===== src/rtl/bfiq_pkg.sv =====
`timescale 1ns / 1ps
`default_nettype none
// ----------------------------------------------------------------------------
// Bloom filter package
// Field widths, register indexes, operation codes, hash constants and the
// types shared by the Bloom filter modules.
// ----------------------------------------------------------------------------
package bfiq_pkg;

  // Default structural sizes
  localparam int unsigned DEF_FILTER_BITS = 65536;
  localparam int unsigned DEF_KEY_BYTES   = 8;
  localparam int unsigned DEF_MAX_HASHES  = 64;

  // Field widths
  localparam int unsigned KIND_W     = 2;
  localparam int unsigned KEY_W      = 64;
  localparam int unsigned LEN_W      = 4;
  localparam int unsigned SIZE_W     = 17;
  localparam int unsigned HCNT_W     = 7;
  localparam int unsigned CNT_W      = 32;
  localparam int unsigned CFG_IDX_W  = 4;
  localparam int unsigned CFG_DATA_W = 17;

  // Register indexes
  localparam logic [CFG_IDX_W-1:0] REG_FILTER_SIZE = 4'd0;
  localparam logic [CFG_IDX_W-1:0] REG_HASH_COUNT  = 4'd1;

  // Register reset values
  localparam logic [SIZE_W-1:0] RST_FILTER_SIZE = 17'd65536;
  localparam logic [HCNT_W-1:0] RST_HASH_COUNT  = 7'd7;

  // Operation codes
  localparam logic [KIND_W-1:0] KIND_INSERT = 2'd0;
  localparam logic [KIND_W-1:0] KIND_QUERY  = 2'd1;
  localparam logic [KIND_W-1:0] KIND_CLEAR  = 2'd2;

  // Hash round constants
  localparam logic [KEY_W-1:0] GOLD    = 64'h9e37_79b9_7f4a_7c15;
  localparam logic [31:0]      GOLD_LO = GOLD[31:0];
  localparam logic [31:0]      GOLD_HI = GOLD[63:32];
  localparam int unsigned      XSHIFT  = 47;

  // Bit store row layout
  localparam int unsigned ROW_BITS  = 32;
  localparam int unsigned ROW_SEL_W = $clog2(ROW_BITS);

  // Modulo pipeline: hash bits consumed per stage
  localparam int unsigned MOD_STEP   = 4;
  localparam int unsigned MOD_STAGES = KEY_W / MOD_STEP;

  // Per-seed tag that travels with each hash through the pipelines
  typedef struct packed {
    logic vld;
    logic last;
  } tag_t;

  // Controller states
  typedef enum logic [2:0] {
    ST_CLEAR,
    ST_IDLE,
    ST_ISSUE,
    ST_DRAIN,
    ST_REPLY
  } state_t;

endpackage
`default_nettype wire


===== src/rtl/bfiq_mod_pipe.sv =====
`timescale 1ns / 1ps
`default_nettype none
// ----------------------------------------------------------------------------
// Bloom filter modulo pipeline
// Restoring remainder of a 64-bit hash by the filter size, a few hash bits
// per stage, one compare and subtract per bit.
// ----------------------------------------------------------------------------
module bfiq_mod_pipe (
  input  wire logic                          clk,
  input  wire logic                          rst_n,
  input  wire bfiq_pkg::tag_t                in_tag,
  input  wire logic [bfiq_pkg::KEY_W-1:0]    hash,
  input  wire logic [bfiq_pkg::SIZE_W-1:0]   size,
  output bfiq_pkg::tag_t                     out_tag,
  output logic      [bfiq_pkg::SIZE_W-1:0]   rem
);

  localparam int unsigned STAGES = bfiq_pkg::MOD_STAGES;
  localparam int unsigned SW     = bfiq_pkg::SIZE_W;

  bfiq_pkg::tag_t             st [STAGES+1];
  logic [bfiq_pkg::KEY_W-1:0] sh [STAGES+1];
  logic [SW-1:0]              sr [STAGES+1];

  assign st[0] = in_tag;
  assign sh[0] = hash;
  assign sr[0] = '0;

  for (genvar s = 0; s < STAGES; s++) begin : g_stage
    logic [SW-1:0]              rnext;
    logic [SW-1:0]              r_r;
    logic [bfiq_pkg::KEY_W-1:0] h_r;
    bfiq_pkg::tag_t             t_r;

    // Shift in hash bits, subtract the size whenever the partial rem reaches it
    always_comb begin : step
      logic [SW:0] acc;
      acc   = '0;
      rnext = sr[s];
      for (int j = 0; j < bfiq_pkg::MOD_STEP; j++) begin
        acc = {rnext, sh[s][bfiq_pkg::KEY_W - 1 - bfiq_pkg::MOD_STEP * s - j]};
        if (acc >= {1'b0, size}) begin
          acc = acc - {1'b0, size};
        end
        rnext = acc[SW-1:0];
      end
    end

    // Advance tag
    always_ff @(posedge clk) begin
      if (!rst_n) begin
        t_r <= '0;
      end else begin
        t_r <= st[s];
      end
    end

    // Hold hash and partial remainder
    always_ff @(posedge clk) begin
      h_r <= sh[s];
      r_r <= rnext;
    end

    assign st[s+1] = t_r;
    assign sh[s+1] = h_r;
    assign sr[s+1] = r_r;
  end

  assign out_tag = st[STAGES];
  assign rem     = sr[STAGES];

endmodule
`default_nettype wire


===== config.mk =====
export PLATFORM = sky130hd
export DESIGN_NAME = bfiq_mod_pipe
export DESIGN_NICKNAME = d
export VERILOG_FILES = /design/src/rtl/bfiq_pkg.sv /design/src/rtl/bfiq_mod_pipe.sv
export SDC_FILE = /design/constraint.sdc
export NUM_CORES = 2
export LEC_CHECK = 0
export ABC_AREA = 1
export BUFFER_PORTS_ARGS = -buffer_cell sky130_fd_sc_hd__buf_2
export CAP_MARGIN = 40
export CORE_MARGIN = 10
export CORE_UTILIZATION = 35
export CTS_CLUSTER_DIAMETER = 150
export DETAILED_ROUTE_END_ITERATION = 10
export PLACE_DENSITY = 0.58
export SLEW_MARGIN = 20
export SYNTH_ARGS = -nofsm -noshare
export SYNTH_HDL_FRONTEND = slang
export SYNTH_SLANG_ARGS = --single-unit

===== constraint.sdc =====
create_clock -name clk -period 37.4 [get_ports clk]
set_input_delay 7.48 -clock clk [delete_from_list [all_inputs] [get_ports clk]]
set_output_delay 7.48 -clock clk [all_outputs]
set_load 0.02 [all_outputs]

Word level (Yosys, flattened, before mapping)
Cells that the tools add are included.

operators by class
  magnitude comparators = 64
  muxes and demuxes = 64
  add/sub/neg operators = 64

operators by type and width
  kind                                          number
  greater-or-equal comparator 18 x 17 -> 1 bit  63
  two-way mux 17 bit                            64
  subtractor 17 bit                             63
  greater-or-equal comparator 1 x 17 -> 1 bit   1
  subtractor 1 x 17 -> 17 bit                   1

word-level totals
  register bits = 784
  output and inout port bits = 19

Depth between registers and ports, before layout
  depth in word-level cells = 8
  gate-level depth with buffers = 62

Worst setup path after synthesis
Ideal clock, no wire load.

  path kind = in2reg
  from = input size[1] in the netlist's numbering
  to = register g_stage[3].r_r[11]
  setup time = 0.058 ns
  arrival time = 16.871 ns
  data required time = 37.342 ns
  stages on the path = 54
  setup slack = 20.471 ns
  buffers on the path = 3
  path through = inv_1 fa_1 nand3_1 nand3_2 nand2_1 nand2_1 nand2_1 nand2_2 nand2_2 nand2_4 inv_2 or2_2 o21ai_0 inv_1 fa_1 inv_1 nand2_1 nand3_1 [18 not listed] buf_2 nand2_1 o21ai_0 fa_1 nand3_1 nand2_1 a21oi_1 o21ai_0 nand2_1 o211ai_1 a21oi_1 nor2_1 nor2_1 nand2_1 nor2_4 buf_6 nand2_1 nand2_1

between the ends
  longest elaborated chain between the ends = 8

RTL lines
  what                                                                               line                                      RTL
  start: declaration                                                                 bfiq_mod_pipe.sv:13                       input wire logic [bfiq_pkg::SIZE_W-1:0] size,
  subtractor 17 bit or greater-or-equal comparator 18 x 17 -> 1 bit (tied branches)  bfiq_mod_pipe.sv:43, bfiq_mod_pipe.sv:42
  two-way mux 17 bit                                                                 bfiq_mod_pipe.sv:42                       if (acc >= {1'b0, size}) begin
  subtractor 17 bit or greater-or-equal comparator 18 x 17 -> 1 bit (tied branches)  bfiq_mod_pipe.sv:43, bfiq_mod_pipe.sv:42
  two-way mux 17 bit                                                                 bfiq_mod_pipe.sv:42
  subtractor 17 bit or greater-or-equal comparator 18 x 17 -> 1 bit (tied branches)  bfiq_mod_pipe.sv:43, bfiq_mod_pipe.sv:42
  two-way mux 17 bit                                                                 bfiq_mod_pipe.sv:42
  subtractor 17 bit or greater-or-equal comparator 18 x 17 -> 1 bit (tied branches)  bfiq_mod_pipe.sv:43, bfiq_mod_pipe.sv:42
  two-way mux 17 bit *                                                               bfiq_mod_pipe.sv:42
  named net g_stage[3].step.acc[11]                                                  bfiq_mod_pipe.sv:37                       logic [SW:0] acc;
  end signal: assignment                                                             bfiq_mod_pipe.sv:61                       r_r <= rnext;
  end: declaration                                                                   bfiq_mod_pipe.sv:31                       logic [SW-1:0] r_r;

Mark *: on every way through the listed nets, which the timed path passes. The rest lies on a longest branch.
A chain may end at the register's enable or synchronous reset.

Worst setup path after layout
  from = input size[11] in the netlist's numbering
  to = register g_stage[13].r_r[15]

between the ends
  longest elaborated chain between the ends = 8

RTL lines
  what                                                                               line
  subtractor 17 bit or greater-or-equal comparator 18 x 17 -> 1 bit (tied branches)  bfiq_mod_pipe.sv:43, bfiq_mod_pipe.sv:42
  two-way mux 17 bit                                                                 bfiq_mod_pipe.sv:42
  subtractor 17 bit or greater-or-equal comparator 18 x 17 -> 1 bit (tied branches)  bfiq_mod_pipe.sv:43, bfiq_mod_pipe.sv:42
  two-way mux 17 bit                                                                 bfiq_mod_pipe.sv:42
  subtractor 17 bit or greater-or-equal comparator 18 x 17 -> 1 bit (tied branches)  bfiq_mod_pipe.sv:43, bfiq_mod_pipe.sv:42
  two-way mux 17 bit                                                                 bfiq_mod_pipe.sv:42
  subtractor 17 bit or greater-or-equal comparator 18 x 17 -> 1 bit (tied branches)  bfiq_mod_pipe.sv:43, bfiq_mod_pipe.sv:42
  two-way mux 17 bit *                                                               bfiq_mod_pipe.sv:42
  named net g_stage[13].step.acc[15]                                                 bfiq_mod_pipe.sv:37
  end signal: assignment                                                             bfiq_mod_pipe.sv:61
  end: declaration                                                                   bfiq_mod_pipe.sv:31

Marked as above.

==> results.md <==
* RSZ-0062 raised after global routing: no
* Clock root buffer: clkbuf_16
* Synth area leader: nand2_1
* Largest net degree at the start of global routing at 50
* Worst EP arrival at 17,580 ps
* CP Class: in -> reg
* Worst-Margin Slew at 856.3 ps
* Hold Vio Cnt, Final at 0
* GR met2 Demand/Resource at 32.17%
* Fin nets at 14,250
* Final Skew at 77.17 ps
* Fin crit share at 45.21%
* First-pass GRT wire length at 407,900 um
* Syn Nets at 14,160
* Placed insts at 16,080
* Vias in the first global route at 76,810
* Top Family by Delay on Critical Path: simple AND/OR/NAND/NOR gates
* Synth area leaders: nand2_1, dfxtp_1, ha_1
* Critical-path top delay cell: buf_4
* DP Area at 0.08709 mm^2
* Residual DRC count at 0
* WP buf/inv at 9
* DIE AREA at 0.2577 mm^2
* # hold bufs at CTS at 0
* Clk_lat worst skew at 810 ps
* Worst setup EP type: flop
* Core box area at 0.2359 mm^2
* Max Cap Violations at 0
* Synth top cells by count: nand2_1, inv_1, ha_1, a21oi_1, nor2_1
* All-Layer GR Usage at 19.12%
* RD Place Congestion at 0.9219
* Worst-path clk slew at 60 ps
* Run status: completed
* H-Tree Depth at 3
* Synth cell types at 67
* Post-CTS resize count at 0
* Layer with the highest usage: met2
* Routed Antenna Nets at 0
* Chip Height at 507.7 um
* Yosys reg bits at 784
* Worst Path Required at 38,070 ps
* Initial antenna violation count at 7
* Register area share after synthesis at 18.86%
* Clk buf depth at 3
* Congestion Overflow GR at 0
* Most frequent cell after synthesis: nand2_1
* Layout cells sized above 1 at 5.248%
* IO Port Bufs at 103
* Finished Cell Area at 0.09069 mm^2
* Max-slew headroom at 42.91%
* Area grow syn2layout at 8.950%
* Routed len/inst at 15.78 um
* Fmax at 0.05914 GHz
* Routed wire length at 256,500 um
* Routing usage on met3 at 1.842%
* Hold WS at 247.5 ps
* Row Count at 178
* Die X at 507.7 um
* Non-Filler Instances at 16,260
* Mapped cell area at 0.08324 mm^2
* Sum Neg Setup Slack at 0 ps
* Synthesis warning total at 0
* Cell mode on critical path: nand2_1
* Critical path's largest stage delay at 530 ps
* IO Count at 104
* Vias at 81,200
* GR Layer Usage met1 at 26.06%
* Post-CTS setup buffer count at 0
* FFs w/ async S/R, synth at 0%
* Post-synthesis cell count at 12,940
* Vias per cell at 4.993
* Final setup vio count at 0
* CTS tree: done
* DR pass1 iterations at 6
* Effective utilization at floorplan at 35.29%
* Top cell type's share of synthesized area at 19.25%
* Clock Sinks at 784
* Post-synth EDFFs at 0
* Initial DRC count at 5,527
* Min Tclk post-route at 16,910 ps
* Final Max Slew Viols at 0
* Synth Flop Type: dfxtp_1
* Critical Path Fanout Max at 25
* Hold Path Class: reg -> reg
* # fillers at 25,650
* Post-Syn Area per Cell at 6.434 um^2
* Worst setup SP type: input pin
* HPWL Detailed at 200,600 um
* Total CTS buffers at 99
through the flow:
| step | worst slack (ps) | utilization, % |
|---|---|---|
| after global routing | 19560 | 38.45 |
| after global placement | 19460 | 36.92 |
| after floorplan | 20470 | - |
| after CTS | 20230 | 38.44 |
| final | 20490 | 38.45 |
| after detailed placement | 19430 | 36.93 |
cells by family (layout without fill, tap and decap cells):
kind of cell               count (synthesis)  after routing  share of synthesized area [%]
buffers and inverters                   1589           1761                          7.758
and+or+nand+nor                         6464           6464                          32.99
xor gates and xnor gates                 812            812                          8.544
other                                      0              3                              0
DFF                                      784            784                          18.86
AOI/OAI and AO/OA                       2152           2152                          14.21
adders and majority gates               1136           1136                          17.64
metal layers:
metal / up-vias / part of all wire (%)
li1: 42740 / -
met1: 36450 / 48
met2: 1673 / 45
met3: 339 / 4.3
met4: 2 / 2.7
met5: - / 0.0074
worst reg2reg max path: cells and delay by family (launching register included):
family	cells	cell delay, ps
buf+inv	6	910
flops	1	340
compound gates	12	2910
simple gates	27	3340
fa+ha+maj	4	1650
registers in the layout (all words and copies together), names as in the netlist:
name / flops
g_stage.h_r: 480
g_stage.r_r: 255
g_stage.t_r: 30
out_tag: 2
rem: 17
placed cells by master (no fill, tap or decap), types with 24 or more instances in the layout:
cell type  count
buf_4         54
a211oi_1      25
nor3_1       119
a21oi_1      966
ha_1        1073
a31oi_1       56
nor4_1        30
or2_2         50
nand3_2       36
xnor2_1      338
nand3_1      776
o21a_1        57
o21ai_0      654
clkbuf_16     99
o21ai_1      130
nand4_1       98
nand3b_1      73
xor2_1       474
inv_2         46
nand2_1     4269
nor2_1       800
a21boi_0      24
nand2_2       59
o21bai_1      59
buf_2        101
nand3_4       25
fa_1          63
a21o_1        81
inv_1       1354
nor2_2        36
dfxtp_1      784
cell type report:
class                   count  area (um^2)  area share, %
well taps                3150         3941          4.346
clock buffers             116         2621          2.890
repair buffers            161         1013          1.118
multi-input cells       10560        61090          67.36
clock inverters            67        954.7          1.053
inverters                1417         5369          5.920
diodes                      3        7.507       0.008278
flip-flops and latches    784        15700          17.31
path summary, 6_finish.rpt:
| path | cells past startpoint | start | slack [ps] | endpoint |
|---|---|---|---|---|
| worst max-delay path | 55 | size[11] | 20490 | g_stage[13].r_r[15] |
| worst min-delay path | 0 | g_stage[2].h_r[32] | 250 | g_stage[3].h_r[32] |
| worst max register to register | 49 | g_stage[10].r_r[8] | 28150 | g_stage[11].r_r[3] |
| worst min register to register | 0 | g_stage[2].h_r[32] | 250 | g_stage[3].h_r[32] |
Power is not shown: default switching activity piles up to over one toggle a cycle in this logic, so the estimate is an artifact.
